==> src/rtl/scm_pkg.sv <==
// Shared types and constants for the stereo correlation meter.
// Used by scm_ctrl, scm_datapath and the stereo_correlation_meter top level.
package scm_pkg;

	// Field widths fixed by the port list
	localparam int PORT_W    = 16;
	localparam int MAX_SB    = 24;
	localparam int DECAY_W   = 24;
	localparam int SUM_W     = 48;
	localparam int REG_IDX_W = 1;

	// Request codes
	typedef enum logic [1:0] {
		REQ_SAMPLE = 2'd0,
		REQ_TICK   = 2'd1,
		REQ_CLEAR  = 2'd2
	} req_t;

	// Configuration register indexes
	localparam logic [REG_IDX_W-1:0] REG_METER_ENABLE = 1'd0;
	localparam logic [REG_IDX_W-1:0] REG_DECAY_COEFF  = 1'd1;

	// Reset value of the decay coefficient, Q0.24
	localparam logic [DECAY_W-1:0] DECAY_RESET = 24'd16776051;

	// Datapath operations, one per cycle
	typedef enum logic [4:0] {
		OP_NONE,
		OP_WRITE,
		OP_TICK_INIT,
		OP_POW_MUL,
		OP_POW_UPD,
		OP_DEC_LO,
		OP_DEC_HI,
		OP_DEC_WR,
		OP_WALK_INIT,
		OP_WALK_RD,
		OP_WALK_LR,
		OP_WALK_LL,
		OP_WALK_RR,
		OP_WALK_ACC,
		OP_NORM_LOAD,
		OP_NORM_SHIFT,
		OP_SQ_MUL,
		OP_SQRT_INIT,
		OP_SQRT_STEP,
		OP_NUM_MUL,
		OP_DIV_INIT,
		OP_DIV_TEST,
		OP_DIV_STEP,
		OP_FINISH
	} dp_op_t;

	// Controller states
	typedef enum logic [4:0] {
		ST_IDLE,
		ST_POW_MUL,
		ST_POW_UPD,
		ST_DEC_LO,
		ST_DEC_HI,
		ST_DEC_WR,
		ST_WALK_INIT,
		ST_WALK_RD,
		ST_WALK_LR,
		ST_WALK_LL,
		ST_WALK_RR,
		ST_WALK_ACC,
		ST_NORM_LOAD,
		ST_NORM,
		ST_SQ_MUL,
		ST_SQRT_INIT,
		ST_SQRT_STEP,
		ST_NUM_MUL,
		ST_DIV_INIT,
		ST_DIV_TEST,
		ST_DIV_STEP,
		ST_FINISH
	} ctrl_state_t;

	// Command from controller to datapath
	typedef struct packed {
		logic   clear;
		dp_op_t op;
	} dp_cmd_t;

	// Status from datapath to controller
	typedef struct packed {
		logic cnt_zero;
		logic sel_last;
		logic xy_zero;
		logic need_shift;
		logic it_zero;
		logic div_over;
	} dp_sts_t;

endpackage

==> src/rtl/scm_ctrl.sv <==
// Controller state machine of the stereo correlation meter.
// Depends on scm_pkg; drives scm_datapath through dp_cmd_t and reads dp_sts_t.
module scm_ctrl (
	input  logic                             clk,
	input  logic                             arst_n,
	input  logic                             in_valid,
	output logic                             in_stall,
	input  logic [1:0]                       req_type,
	output logic                             out_valid,
	input  logic                             out_stall,
	input  logic                             cfg_we,
	input  logic [scm_pkg::REG_IDX_W-1:0]    cfg_index,
	input  logic                             cfg_enable_bit,
	output logic                             enable,
	input  scm_pkg::dp_sts_t                 sts,
	output scm_pkg::dp_cmd_t                 cmd
);
	import scm_pkg::*;

	ctrl_state_t state_q, state_d;
	logic        en_q;
	logic        out_valid_q;
	logic        accept;
	logic        out_free;
	logic        cfg_rise;

	assign accept   = in_valid && (state_q == ST_IDLE);
	assign out_free = !out_valid_q || !out_stall;
	assign cfg_rise = cfg_we && (cfg_index == REG_METER_ENABLE) && !en_q && cfg_enable_bit;
	assign in_stall  = (state_q != ST_IDLE);
	assign out_valid = out_valid_q;
	assign enable    = en_q;

	// State, enable and output valid registers
	always_ff @(posedge clk or negedge arst_n) begin
		if (!arst_n) begin
			state_q     <= ST_IDLE;
			en_q        <= 1'b0;
			out_valid_q <= 1'b0;
		end else begin
			state_q <= state_d;
			if (cfg_we && (cfg_index == REG_METER_ENABLE)) begin
				en_q <= cfg_enable_bit;
			end
			if (cmd.op == OP_FINISH) begin
				out_valid_q <= 1'b1;
			end else if (!out_stall) begin
				out_valid_q <= 1'b0;
			end
		end
	end

	// Next state and datapath command
	always_comb begin
		state_d   = state_q;
		cmd.op    = OP_NONE;
		cmd.clear = cfg_rise || (accept && (req_type == REQ_CLEAR));
		unique case (state_q)
			ST_IDLE: begin
				if (accept && en_q) begin
					if (req_type == REQ_SAMPLE) begin
						cmd.op = OP_WRITE;
					end else if (req_type == REQ_TICK) begin
						cmd.op  = OP_TICK_INIT;
						state_d = ST_POW_MUL;
					end
				end
			end
			ST_POW_MUL: begin
				if (sts.cnt_zero) begin
					state_d = ST_DEC_LO;
				end else begin
					cmd.op  = OP_POW_MUL;
					state_d = ST_POW_UPD;
				end
			end
			ST_POW_UPD: begin
				cmd.op  = OP_POW_UPD;
				state_d = ST_POW_MUL;
			end
			ST_DEC_LO: begin
				cmd.op  = OP_DEC_LO;
				state_d = ST_DEC_HI;
			end
			ST_DEC_HI: begin
				cmd.op  = OP_DEC_HI;
				state_d = ST_DEC_WR;
			end
			ST_DEC_WR: begin
				cmd.op  = OP_DEC_WR;
				state_d = sts.sel_last ? ST_WALK_INIT : ST_DEC_LO;
			end
			ST_WALK_INIT: begin
				cmd.op  = OP_WALK_INIT;
				state_d = ST_WALK_RD;
			end
			ST_WALK_RD: begin
				if (sts.cnt_zero) begin
					state_d = ST_NORM_LOAD;
				end else begin
					cmd.op  = OP_WALK_RD;
					state_d = ST_WALK_LR;
				end
			end
			ST_WALK_LR: begin
				cmd.op  = OP_WALK_LR;
				state_d = ST_WALK_LL;
			end
			ST_WALK_LL: begin
				cmd.op  = OP_WALK_LL;
				state_d = ST_WALK_RR;
			end
			ST_WALK_RR: begin
				cmd.op  = OP_WALK_RR;
				state_d = ST_WALK_ACC;
			end
			ST_WALK_ACC: begin
				cmd.op  = OP_WALK_ACC;
				state_d = ST_WALK_RD;
			end
			ST_NORM_LOAD: begin
				cmd.op  = OP_NORM_LOAD;
				state_d = ST_NORM;
			end
			ST_NORM: begin
				priority if (sts.xy_zero) begin
					state_d = ST_FINISH;
				end else if (sts.need_shift) begin
					cmd.op = OP_NORM_SHIFT;
				end else begin
					state_d = ST_SQ_MUL;
				end
			end
			ST_SQ_MUL: begin
				cmd.op  = OP_SQ_MUL;
				state_d = ST_SQRT_INIT;
			end
			ST_SQRT_INIT: begin
				cmd.op  = OP_SQRT_INIT;
				state_d = ST_SQRT_STEP;
			end
			ST_SQRT_STEP: begin
				cmd.op = OP_SQRT_STEP;
				if (sts.it_zero) begin
					state_d = ST_NUM_MUL;
				end
			end
			ST_NUM_MUL: begin
				cmd.op  = OP_NUM_MUL;
				state_d = ST_DIV_INIT;
			end
			ST_DIV_INIT: begin
				cmd.op  = OP_DIV_INIT;
				state_d = ST_DIV_TEST;
			end
			ST_DIV_TEST: begin
				cmd.op  = OP_DIV_TEST;
				state_d = sts.div_over ? ST_FINISH : ST_DIV_STEP;
			end
			ST_DIV_STEP: begin
				cmd.op = OP_DIV_STEP;
				if (sts.it_zero) begin
					state_d = ST_FINISH;
				end
			end
			ST_FINISH: begin
				if (out_free) begin
					cmd.op  = OP_FINISH;
					state_d = ST_IDLE;
				end
			end
			default: state_d = ST_IDLE;
		endcase
	end

endmodule

==> config.mk <==
export PLATFORM = sky130hd
export DESIGN_NAME = scm_ctrl
export DESIGN_NICKNAME = d
export VERILOG_FILES = /design/src/rtl/scm_pkg.sv /design/src/rtl/scm_ctrl.sv
export SDC_FILE = /design/constraint.sdc
export NUM_CORES = 1
export LEC_CHECK = 0
export BUFFER_PORTS_ARGS = -buffer_cell sky130_fd_sc_hd__buf_2
export CAP_MARGIN = 20
export CORE_UTILIZATION = 50
export DETAILED_ROUTE_END_ITERATION = 6
export PLACE_DENSITY = 0.89
export SLEW_MARGIN = 20
export SYNTH_ARGS = -nofsm -noshare
export SYNTH_HDL_FRONTEND = slang
export SYNTH_SLANG_ARGS = --single-unit
==> constraint.sdc <==
create_clock -name clk -period 1.8 [get_ports clk]
set_input_delay 0.09 -clock clk [delete_from_list [all_inputs] [get_ports clk]]
set_output_delay 0.09 -clock clk [all_outputs]
set_load 0.01 [all_outputs]
=== After elaboration in Yosys (flattened, before gate mapping) ===
Index checks and enable logic that the tools add are counted.

* Flip-flop bits (word level): 7
* Output and inout bits: 9
* Word-level logic and storage cells: 76
* Bits of input ports: 15

* Bitwise logic cells: 1
* Reductions and logical operators: 16
* Equal/unequal tests: 32
* Muxes and demuxes: 24

{| class="wikitable"
|+ Operator list
! operator !! number
|-
| case mux 5 bit (22 select lines) || 1
|-
| case mux 5 bit (21 select lines) || 1
|-
| two-way mux 5 bit || 9
|-
| == test 5 x 4 -> 1 bit, second input constant || 8
|-
| == test 5 bit, second input constant || 7
|-
| == test 5 x 3 -> 1 bit, second input constant || 4
|-
| two-way mux 4 bit || 3
|-
| == test 5 x 2 -> 1 bit, second input constant || 2
|-
| two-way mux 2 bit || 4
|-
| inequality test 2 bit, second input constant || 4
|-
| AND reduction 7 bit || 1
|-
| logical AND 1 bit || 6
|-
| two-way mux 3 bit || 2
|-
| inequality test 2 x 1 -> 1 bit, second input constant || 3
|-
| == test 5 x 1 -> 1 bit, second input constant || 1
|-
| zero test 5 bit || 1
|-
| nonzero test 5 bit || 1
|-
| two-way mux 1 bit || 4
|-
| zero test 1 bit || 3
|-
| inequality test 3 bit, second input constant || 1
|-
| == test 2 x 1 -> 1 bit, second input constant || 1
|-
| == test 2 bit, second input constant || 1
|-
| zero test 2 bit || 1
|-
| logical OR 1 bit || 2
|-
| 2 further kinds || 2
|}

=== Logic depth before layout (Yosys ltp) ===
Gate-level depths: netlist (run 1).

* Word-level depth: 7
* Gate-level depth with buffers: 7
* Depth with buffers taken out: 5

=== Worst setup path after synthesis (run 1) ===
Ideal clock, no wire load.

* Path kind: reg-to-reg
* From: register state_q[4]
* To: register state_q[2]
* Period minus slack after synthesis: 1.646 ns
* Slack: 0.154 ns
* Cell stages (with the launch flop): 6
* Setup time: 0.125 ns
* Arrival: 1.521 ns
* Path through: dfrtp_1 > buf_4 > and3b_1 > nor4b_1 > a211o_1 > mux2_2

* Word-level cells in the longest chain between the ends: 5
* Elaborated cells on any way between the ends: 34

{| class="wikitable"
|+ RTL lines
! element !! line !! RTL
|-
| start, declared || scm_ctrl.sv:20 || <nowiki>ctrl_state_t state_q, state_d;</nowiki>
|-
| start signal, assigned || scm_ctrl.sv:41 || <nowiki>state_q <= state_d;</nowiki>
|-
| zero test 5 bit || scm_ctrl.sv:27, scm_ctrl.sv:58 ||
|-
| logical AND 1 bit || scm_ctrl.sv:27 || <nowiki>assign accept = in_valid && (state_q == ST_IDLE);</nowiki>
|-
| logical AND 1 bit || scm_ctrl.sv:60 || <nowiki>if (accept && en_q) begin</nowiki>
|-
| inequality test 2 x 1 -> 1 bit (no source line) || - ||
|-
| AND reduction 7 bit (no source line) || - ||
|}

Parallel ways exist; a longest one is shown, timed or not.
A chain may end at the register's enable or synchronous reset.

=== Final worst setup path (run 1) ===
* From: register state_q[3]
* To: register state_q[4]

Same word-level chain as after synthesis.

==> impl_results.md, run 1 <==
* DR pass1 iterations at 4
* CP Capture Type: flop
* Initial Utilization at 0.565
* Pleak at about 0.00053 µW
* Antenna violations before repair at 0
* Drt total wl at about 2.7 mm
* Number of synthesized flops with an enable pin at 0
* Fin worst setup slack at -0.0422 ns
* I/O Buffers at 23
* Final core occ at 0.808
* Clk root buf: clkbuf_4
* Power Density at between 1500 and 2000 nW/µm²
* Clock transition at path regs at ~0.06 ns
* Synth Area in Simple Gates at 0.305
* Nets at between 150 and 200
* Share of cells above drive strength 1 at 0.413
* H-tree levels at 1
* Peak supply drop at between 0.001 and 0.0015 V
* Syn avg cell area at a little under 7 µm²
* Fmax at ~0.54 GHz
* IO Count at 24
* Tot GR Track Use at 0.318
* Synth top cells by count: a21oi_1 (14), nand2_1 (11), o21ai_0 (11)
* DIE AREA at 1710 µm²
* TritonCTS Sinks at 7
* Final setup viols at 2
* Relative slew slack at 0.728
* Prevailing post-synth register cell: dfrtp_1
* Longest Clk Path Bufs at 2
* Compound-Gate Fraction of Synth Area at 0.355
* Main combinational cell family by area after synthesis: compound AO/OA/AOI/OAI gates
* Iter 0 DRT Violations at 47
* Area occupied by registers at roughly 180 µm²
* DR vias/cell at between 6 and 7
* Net Count, Synth at approximately 130
* Final Critical Period at approximately 1.8 ns
* Status: complete, but fails checks
* Remaining DRCs at 0
* Die W at approximately 41 µm
* CP Max Fanout at 3
* Worst R2R Path Depth at 6
* Yosys reg bits at 7
* CTS buffer count at 3
* Fill cells at 85
* Largest net degree at the start of global routing at 16
* RSZ-0062 raised after global routing: true
* Period utilization at 1.02
* Final hold slack at 0.0704 ns
* Placed Cells at between 150 and 200
* Row Count at 13
* Vias at about 1,100
* Fin. Hold Viols at 0
* Ant diodes at 0
* Routed Antenna Nets at 0
* Crit start category: flop
* Dpl hpwl at 1.71 mm
* Layout Skew at around 0.0016 ns
* Clock Latency Late Sink at between 0.2 and 0.25 ns
* Area of the multi-input gates at around 570 µm²
* Final weighted congestion in routability-driven placement at between 0.9 and 1
* Crit Path Category: reg2reg
* P&R area growth vs syn at 43.0%
* Xor/xnor cell area share of the yosys netlist at 0
* Core area at 1370 µm²
* Synth async-reset ratio at 1.00
* Synth area leader: dfrtp_1
* MaxCap Viol Count at 0
* Routed length per instance at around 16 µm
* Syn. warnings at 0
* Register area share after synthesis at 0.227
* TritonCTS clock tree: yes
* WP data required at about 2.0 ns
* GRT overflow at 0
* Final Non-Filler Cells at 165
* Mapped Area at around 770 µm²
* Die Y-Extent at ~41 µm
* Syn Inst Count at between 100 and 150
* Worst EP arrival at between 1.5 and 2 ns
* Slew Viols, Final at 0
* Hold crit path type: in2reg
* Most common cell in the netlist: a21oi_1
* Failing checks: setup timing
* Worst-margin pin slew at a little over 0.4 ns
* Yosys cell types at 43
* Vias in the first global route at ~800
* Area share of the largest cell type after synthesis at 0.227
* Synth Area in Adders at 0
* Mux contribution to synthesized area at 0.0276
* Hold depth at 3
* First-pass GRT wire length at 3.54 mm
* Synth top area cells: dfrtp_1 (23%), a21oi_1 (9.1%), o21ai_0 (7.1%)
-- cells by family (layout without fill, tap and decap cells) --
family | count (synthesis) | in the layout
AOI/OAI and AO/OA | 44 | 44
and+or+nand+nor | 43 | 43
buffers and inverters | 16 | 54
DFF | 7 | 7
muxes | 2 | 2
-- worst max-delay path, cell delays in order (launching register included) --
cell and delay (ns):
dfrtp_1 0.39, buf_4 0.16, and3b_1 0.20, nor4b_2 0.18, a211o_1 0.28, a221o_1 0.33, o21ai_1 0.20
-- routing by layer --
layer,routed length (µm),global-route usage,share of wire
met1,1090,0.444,0.40
met2,1330,0.496,0.49
met3,203,0.0266,0.075
met4,105,0.145,0.039
met5,0,0,0
-- registers in the layout, indices dropped and copies added, names as in the netlist --
register and flops:
state_q 5, enable 1, out_valid 1
-- area by class of cell --
cell class / instances / area share
Multi-Input combinational cell: 89 / 0.517
Inverter: 6 / 0.0204
Sequential cell: 7 / 0.161
Clock buffer: 3 / 0.0204
Clock inverter: 1 / 0.00454
Tap cell: 15 / 0.0170
Timing Repair Buffer: 44 / 0.260
-- where the power goes --
group	internal [µW]	leakage, µW	switching, µW
clock network	81.2	0.0000177	60.0
registers	224	0.0000858	86.1
logic	707	0.000424	830
-- final timing paths --
path	start	end	slack, ns
setup reg to reg	state_q[3]	state_q[4]	-0.04
hold reg to reg	enable	enable	0.64
setup / recovery	state_q[3]	state_q[4]	-0.04
hold / removal	cfg_enable_bit	enable	0.07
max in group asynchronous	arst_n	state_q[4]	1.42
min in group asynchronous	arst_n	state_q[0]	0.21
-- repair_timing --
item,4_1_cts,5_1_grt
setup buffers,1,7
hold buffers,1,0
endpoints found under the hold margin,7,0
resized for setup,4,10
pin swaps,1,3
gates cloned,0,0
endpoints found under the setup margin,1,3
-- layout by cell type (no fill, tap or decap), types with 2 or more instances in the layout --
| cell | netlist | final |
|---|---|---|
| a21boi_0 | 2 | 2 |
| a21o_1 | 2 | 2 |
| a21oi_1 | 14 | 13 |
| a221o_1 | 2 | 2 |
| buf_2 | 1 | 23 |
| buf_4 | 1 | 17 |
| buf_6 | 0 | 3 |
| clkbuf_4 | 0 | 3 |
| dfrtp_1 | 7 | 5 |
| dfrtp_2 | 0 | 2 |
| inv_1 | 5 | 5 |
| nand2_1 | 11 | 11 |
| nand2b_1 | 4 | 4 |
| nand3_1 | 4 | 4 |
| nand4b_1 | 3 | 3 |
| nor2_1 | 6 | 5 |
| nor3_2 | 1 | 3 |
| o21ai_0 | 11 | 11 |
| o21ai_1 | 2 | 2 |
| or2_2 | 3 | 3 |
-- metrics by stage --
step	total power, µW	setup WS [ns]	setup TNS (ns)	cell area (µm²)
detailed placement	1560	0.0956	0	952
global route	2130	-0.0905	-0.235	1100
floorplan	1140	0.154	0	772
CTS	1750	0.0163	0	1010
finish	1990	-0.0422	-0.0796	1100
global placement	1520	0.146	0	952
Power figures use the tool's default switching activity.
==> inputs of run 2 (changes only) <==
--- a/constraint.sdc
+++ b/constraint.sdc
@@ -3,2 +3,2 @@
 set_output_delay 0.09 -clock clk [all_outputs]
-set_load 0.01 [all_outputs]
+set_load 0.1 [all_outputs]
==> impl_results.md, run 2 <==
* Dpl hpwl at 1.85 mm (was 1.71 mm)
* Main combinational cell family by area after synthesis: compound AO/OA/AOI/OAI gates (unchanged)
* GR repair worst EP: cmd[0]
* Syn. warnings at 0 (unchanged)
* Longest Clk Path Bufs at 2 (unchanged)
* Mapped Area at 772 µm² (unchanged)
* Mux contribution to synthesized area at 0.0276 (unchanged)
* Area share of the largest cell type after synthesis at 0.227 (unchanged)
* Final weighted congestion in routability-driven placement at 0.961 (was 0.928)
* Initial Utilization at 0.565 (unchanged)
* Clk root buf: clkbuf_4 (unchanged)
* Number of synthesized flops with an enable pin at 0 (unchanged)
* Syn Inst Count at 112 (unchanged)
* Synth async-reset ratio at 1.00 (unchanged)
* Synth Area in Simple Gates at 0.305 (unchanged)
* Placed Cells at 149 (was 152)
* Compound-Gate Fraction of Synth Area at 0.355 (unchanged)
* Largest net degree at the start of global routing at 16
* Synth top area cells: dfrtp_1 (23%), a21oi_1 (9.1%), o21ai_0 (7.1%) (unchanged)
* First error: [ERROR DPL-0038] Utilization greater than 100%, impossible to legalize
* IO Count at 24 (unchanged)
* Prevailing post-synth register cell: dfrtp_1 (unchanged)
* Stopping stage: global routing
* TritonCTS Sinks at 7 (unchanged)
* CTS buffer count at 3 (unchanged)
* Die W at 41.3 µm (unchanged)
* H-tree levels at 1 (unchanged)
* Row Count at 13 (unchanged)
* Yosys reg bits at 7 (unchanged)
* Net Count, Synth at 127 (unchanged)
* Status: stopped before the end (was complete, but fails checks)
* Post-DP Area at 1120 µm² (was 952 µm²)
* Syn avg cell area at 6.89 µm² (unchanged)
* Xor/xnor cell area share of the yosys netlist at 0 (unchanged)
* Die Y-Extent at 41.3 µm (unchanged)
* I/O Buffers at 23 (unchanged)
* Synth area leader: dfrtp_1 (unchanged)
* Yosys cell types at 43 (unchanged)
* Synth top cells by count: a21oi_1 (14), nand2_1 (11), o21ai_0 (11) (unchanged)
* Register area share after synthesis at 0.227 (unchanged)
* Synth Area in Adders at 0 (unchanged)
* WEP type: primary output
* Most common cell in the netlist: a21oi_1 (unchanged)
run 2: cell counts after synthesis:
No cell type changed its count.
run 2: metrics by stage:
step	hold slack [ns]	worst slack [ns]
4_1_cts	0.0631	-0.138
3_5_place_dp	-0.0710	0.0320
3_3_place_gp	-0.0754	0.0818
2_1_floorplan	-0.206	-0.161
run 2: cell families after synthesis:
| logic type | Yosys count |
|---|---|
| compound gates | 44 |
| simple gates | 43 |
| buf+inv | 16 |
| flops | 7 |
| mux | 2 |
run 2: what timing repair did:
action | in CTS
hold buffers | 1
gates resized for setup | 9
endpoints found under the hold margin | 7
endpoints found under the setup margin | 4
gates cloned | 0
pin swaps | 5
setup buffers | 10
==> inputs of run 3 (changes only) <==
Settings changed: CORE_AREA set to 2 2 63 65, CORE_UTILIZATION 50 to not set, DIE_AREA set to 0 0 65 67, PLACE_DENSITY 0.89 to not set, PLACE_DENSITY_LB_ADDON set to 0.15.
==> impl_results.md, run 3 (same netlist as run 1, synthesis figures left out) <==
* Status: complete, but fails checks (was stopped before the end)
* Failing checks: setup timing
* Nets at around 170
* Final hold slack at 0.0989 ns
* Tot GR Track Use at 0.140
* TritonCTS Sinks at 7 (unchanged)
* Slowest Stage Delay on Critical Path at ~0.42 ns
* Remaining DRCs at 0
* P&R area growth vs syn at 91.9%
* Fmax at between 0.5 and 0.6 GHz
* Max FFs per register at 5
* Core area at about 3600 µm²
* Share of cells above drive strength 1 at 0.513
* Crit Path Category: reg2out
* DIE AREA at between 4000 and 5000 µm²
* Final setup viols at 7
* Vias in the first global route at about 1,000
* Critical Path, Cell by Cell: buf_12 -> nor3_4 -> and2_4 -> nand3b_1 -> buf_4 -> o21ai_4 -> buf_12
* Relative slew slack at 0.679
* H-tree levels at 1 (unchanged)
* Layout Skew at between 0.002 and 0.0025 ns
* DR vias/cell at between 5 and 6
* Crit start category: flop
* Fill cells at around 360
* Routed Antenna Nets at 0
* Longest Clk Path Bufs at 2 (unchanged)
* Drt total wl at about 3.0 mm
* Worst EP arrival at roughly 1.8 ns
* MaxCap Viol Count at 0
* First-pass GRT wire length at between 4 and 5 mm
* Largest net degree at the start of global routing at 21
* DR pass1 iterations at 4
* GRT overflow at 0
* RSZ-0062 raised after global routing: true
* Vias at slightly above 1,000
* Largest Register: state_q
* Clock Latency Late Sink at between 0.2 and 0.25 ns
* I/O Buffers at 23 (unchanged)
* Final Critical Period at between 1.5 and 2 ns
* Commonest non-fill, non-tap cell in the layout: buf_4
* Ant diodes at 0
* CP most frequent cell: buf_12
* Top Family by Delay on Critical Path: simple AND/OR/NAND/NOR gates
* Antenna violations before repair at 0
* Routed length per instance at 14.7 µm
* Die W at 65 µm (was 41.3 µm)
* CP Capture Type: primary output
* Hold crit path type: in2reg
* Die Y-Extent at 67 µm (was 41.3 µm)
* TritonCTS clock tree: yes
* WP data required at 1.71 ns
* Most frequent cells in the layout: buf_4 (19), buf_2 (16), buf_12 (11)
* Clock transition at path regs at 0.04 ns
* Initial Utilization at 0.214 (was 0.565)
* Row Count at 22 (was 13)
* Final weighted congestion in routability-driven placement at 0.805 (was 0.961)
* Period utilization at 1.06
* CP max-delay cell: dfrtp_2
* Iter 0 DRT Violations at 22
* Dpl hpwl at 1.96 mm (was 1.85 mm)
* Clk root buf: clkbuf_8 (was clkbuf_4)
* Fin. Hold Viols at 0
* Slew Viols, Final at 0
* IO Count at 24 (unchanged)
* Fin worst setup slack at -0.107 ns
* Worst-margin pin slew at about 0.49 ns
* CTS buffer count at 3 (unchanged)
* CP Max Fanout at 8
* Buf/Inv on CP at 3
[run 3: worst reg2reg max path: cells and delay by family (launching register included)]
| family | cells | cell delay (ns) |
|---|---|---|
| flops | 1 | 0.42 |
| compound gates | 2 | 0.64 |
| simple gates | 3 | 0.54 |
| buf+inv | 1 | 0.14 |
[run 3: metal layers]
layer	vias to the layer above	share of wire	global-route usage
met5	-	0	0
met4	0	0.024	0.0771
met3	8	0.031	0.0152
met2	33	0.56	0.262
met1	484	0.39	0.153
li1	498	-	-
[run 3: final timing paths]
kind / slack, ns / end / start / cells past startpoint
max in group asynchronous: 1.41 / state_q[2] / arst_n / 2
min: 0.1 / enable / cfg_enable_bit / 3
max reg2reg: -0.04 / state_q[1] / state_q[3] / 6
min in group asynchronous: 0.23 / enable / arst_n / 2
max: -0.11 / cmd[5] / state_q[3] / 7
min reg2reg: 0.66 / enable / enable / 2
[run 3: repair_timing]
| action | 4_1_cts | 5_1_grt |
|---|---|---|
| setup endpoints to repair | 4 | 9 |
| endpoints found under the hold margin | 7 | 0 |
| gates cloned | 1 | 0 |
| buffers inserted | 11 | 5 |
| pin swaps | 5 | 6 |
| gates resized for setup | 8 | 13 |
| hold buffers | 1 | 0 |
[run 3: stage by stage]
stage / cells / setup WS, ns / utilization / setup TNS [ns] / area [µm²]
floorplan: 112 / -0.161 / - / -0.342 / 883
finish: 204 / -0.107 / 0.411 / -0.337 / 1480
CTS: 200 / -0.130 / 0.390 / -0.216 / 1410
global route: 204 / -0.176 / 0.411 / -0.599 / 1480
global placement: 183 / 0.0538 / 0.332 / 0 / 1200
detailed placement: 183 / 0.0622 / 0.332 / 0 / 1200
[run 3: cell type report]
class,instances,area [µm²],share of cell area
Multi-Input combinational cell,89,664,0.448
Inverter,6,22.5,0.0152
Timing Repair Buffer,50,508,0.343
Clock buffer,4,45.0,0.0304
Tap cell,48,60.1,0.0405
Sequential cell,7,181,0.122
Power of run 3 is left out: the tool's default activity adds up to more than one toggle a clock period on the data nets, which glitch-free logic cannot reach.
==> inputs of run 4 (changes only) <==
Settings changed: ABC_AREA set to 1, ABC_CLOCK_PERIOD_IN_PS set to 1800.
==> impl_results.md, run 4 <==
* Status: complete, but fails checks (unchanged)
* Failing checks: setup timing (unchanged)
* Syn. warnings at 0 (unchanged)
* Synth top cells by count: nand2_1 (44), nor2_1 (26), inv_1 (23) (was a21oi_1 (14), nand2_1 (11), o21ai_0 (11))
* Post-DP Area at 1190 µm² (was 1200 µm²)
* Die Y-Extent at 67 µm (unchanged)
* Relative slew slack at 0.678 (was 0.679)
* Iter 0 DRT Violations at 61 (was 22)
* Fmax at 0.547 GHz (was 0.524 GHz)
* Synth async-reset ratio at 1.00 (unchanged)
* I/O Buffers at 23 (unchanged)
* Core area at 3610 µm² (unchanged)
* RR Startpoint: state_q[2] (was state_q[3])
* Share of cells above drive strength 1 at 0.451 (was 0.513)
* Final Critical Period at 1.83 ns (was 1.91 ns)
* Buf/Inv on CP at 3 (unchanged)
* Register area share after synthesis at 0.202 (was 0.227)
* GRT overflow at 0 (unchanged)
* End of the worst hold path: enable (unchanged)
* Synth top area cells: dfrtp_1 (20%), nand2_1 (19%), nor2_1 (11%) (was dfrtp_1 (23%), a21oi_1 (9.1%), o21ai_0 (7.1%))
* H-tree levels at 1 (unchanged)
* Largest Register: state_q (unchanged)
* Fin. Hold Viols at 0 (unchanged)
* Final weighted congestion in routability-driven placement at 0.933 (was 0.805)
* CP Max Fanout at 6 (was 8)
* Worst-margin pin slew at 0.486 ns (was 0.485 ns)
* Row Count at 22 (unchanged)
* Vias at 1,241 (was 1,023)
* IO Count at 24 (unchanged)
* Number of synthesized flops with an enable pin at 0 (unchanged)
* Initial Utilization at 0.241 (was 0.214)
* Hold depth at 3 (unchanged)
* TritonCTS clock tree: yes (unchanged)
* Top Family by Delay on Critical Path: simple AND/OR/NAND/NOR gates (unchanged)
* Remaining DRCs at 0 (unchanged)
* FF-to-FF setup slack at 0.10 ns (was -0.04 ns)
* Antenna violations before repair at 0 (unchanged)
* Mapped Area at 868 µm² (was 772 µm²)
* Tot GR Track Use at 0.157 (was 0.140)
* Longest Clk Path Bufs at 2 (unchanged)
* Yosys cell types at 22 (was 43)
* WP data required at 1.71 ns (about the same)
* RSZ-0062 raised after global routing: true (unchanged)
* DIE AREA at 4360 µm² (unchanged)
* Final setup viols at 1 (was 7)
* Layout Skew at 0.00318 ns (was 0.00230 ns)
* P&R area growth vs syn at 75.9% (was 91.9%)
* Nets at 220 (was 172)
* Drt total wl at 3.41 mm (was 2.99 mm)
* Levels on crit path at 9 (was 7)
* MaxCap Viol Count at 0 (unchanged)
* Crit start category: flop (unchanged)
* Slowest Stage Delay on Critical Path at 0.46 ns (was 0.42 ns)
* Clk root buf: clkbuf_8 (unchanged)
* CP max-delay cell: dfrtp_2 (unchanged)
* CTS buffer count at 3 (unchanged)
* Routed length per instance at 13.5 µm (was 14.7 µm)
* Period utilization at 1.02 (was 1.06)
* First-pass GRT wire length at 5.18 mm (was 4.67 mm)
* Crit Path Category: reg2out (unchanged)
* Critical Path, Cell by Cell: buf_6 -> buf_6 -> nand3_4 -> nor2_4 -> nand3_2 -> nand4_1 -> nor2_1 -> nand3_2 -> buf_12 (was buf_12 -> nor3_4 -> and2_4 -> nand3b_1 -> buf_4 -> o21ai_4 -> buf_12)
* Die W at 65 µm (unchanged)
* Yosys reg bits at 7 (unchanged)
* Vias in the first global route at 1,179 (was 1,026)
* Most frequent cells in the layout: nand2_1 (36), inv_1 (21), nor2_1 (18) (was buf_4 (19), buf_2 (16), buf_12 (11))
* Slew Viols, Final at 0 (unchanged)
* DR pass1 iterations at 4 (unchanged)
* DR vias/cell at 4.92 (was 5.01)
* Net Count, Synth at 172 (was 127)
* Prevailing post-synth register cell: dfrtp_1 (unchanged)
* Worst hold start: cfg_enable_bit (unchanged)
* Syn avg cell area at 5.53 µm² (was 6.89 µm²)
* Worst EP arrival at 1.74 ns (was 1.82 ns)
* Ant diodes at 0 (unchanged)
* Clock transition at path regs at 0.04 ns (about the same)
* Largest net degree at the start of global routing at 12 (was 21)
* Cell area after layout at 1530 µm² (was 1480 µm²)
* Reg2reg end: state_q[1] (unchanged)
* Most common cell in the netlist: nand2_1 (was a21oi_1)
* Dpl hpwl at 2.50 mm (was 1.96 mm)
* Synth area leader: dfrtp_1 (unchanged)
* Clock Latency Late Sink at 0.23 ns (was 0.22 ns)
* Area share of the largest cell type after synthesis at 0.202 (was 0.227)
* Syn Inst Count at 157 (was 112)
* Routed Antenna Nets at 0 (unchanged)
* CP Capture Type: primary output (unchanged)
* TritonCTS Sinks at 7 (unchanged)
* Hold crit path type: in2reg (unchanged)
* Fin worst setup slack at -0.0287 ns (was -0.107 ns)
* Worst R2R Path Depth at 9 (was 6)
* Commonest non-fill, non-tap cell in the layout: nand2_1 (was buf_4)
* Max FFs per register at 5 (unchanged)
run 4: worst max-delay path by stage:
stage	start	to	slack, ns
after floorplan	state_q[3]	cmd[1]	-0.14
after global placement	state_q[2]	cmd[0]	0.14
after detailed placement	state_q[2]	cmd[0]	0.15
after CTS	state_q[1]	cmd[1]	0.004
after global routing	state_q[2]	cmd[0]	-0.07
final	state_q[2]	cmd[0]	-0.03
run 4: timing repair:
item | 4_1_cts | 5_1_grt
endpoints found under the setup margin | 6 | 6
pin swaps | 1 | 11
setup buffers | 5 | 14
hold endpoints to repair | 7 | 0
hold buffers | 1 | 0
resized for setup | 7 | 33
run 4: area by class of cell:
type / count / area [µm²]
multi-input cells: 122 / 733
inverters: 26 / 105
repair buffers: 45 / 397
well taps: 48 / 60.1
clock inverters: 1 / 5.00
flip-flops and latches: 7 / 186
fillers: 376 / 2080
clock buffers: 3 / 41.3
run 4: cells by family after synthesis:
| family | Yosys count | synth area share |
|---|---|---|
| and+or+nand+nor | 108 | 0.571 |
| buffers and inverters | 28 | 0.134 |
| AOI/OAI and AO/OA | 14 | 0.0937 |
| DFF | 7 | 0.202 |
run 4: routing by layer:
| metal | global-route usage | vias up | wire length, µm |
|---|---|---|---|
| met3 | 0.0203 | 5 | 153 |
| met4 | 0.0691 | 0 | 35 |
| met5 | 0 | - | 0 |
| li1 | - | 603 | - |
| met2 | 0.281 | 42 | 1820 |
| met1 | 0.187 | 591 | 1410 |
run 4: stage by stage:
step,hold WS (ns),worst slack (ns),setup TNS (ns),util,instances
2_1_floorplan,-0.206,-0.135,-0.470,-,157
6_report,0.107,-0.0287,-0.0287,0.424,252
3_3_place_gp,-0.0696,0.138,0,0.331,228
3_5_place_dp,-0.0615,0.145,0,0.331,228
4_1_cts,0.110,0.00390,0,0.365,238
5_1_grt,0.136,-0.0710,-0.123,0.424,252
run 4: worst register-to-register path, cell delays in order (launching register included):
cell and delay [ns]:
dfrtp_2 0.46, buf_6 0.16, buf_6 0.11, nand3_4 0.10
nor2_4 0.07, buf_4 0.13, a21oi_1 0.21, nand3b_1 0.14
nor2_1 0.15, nor2_1 0.06
Power of run 4 is left out for the same reason.
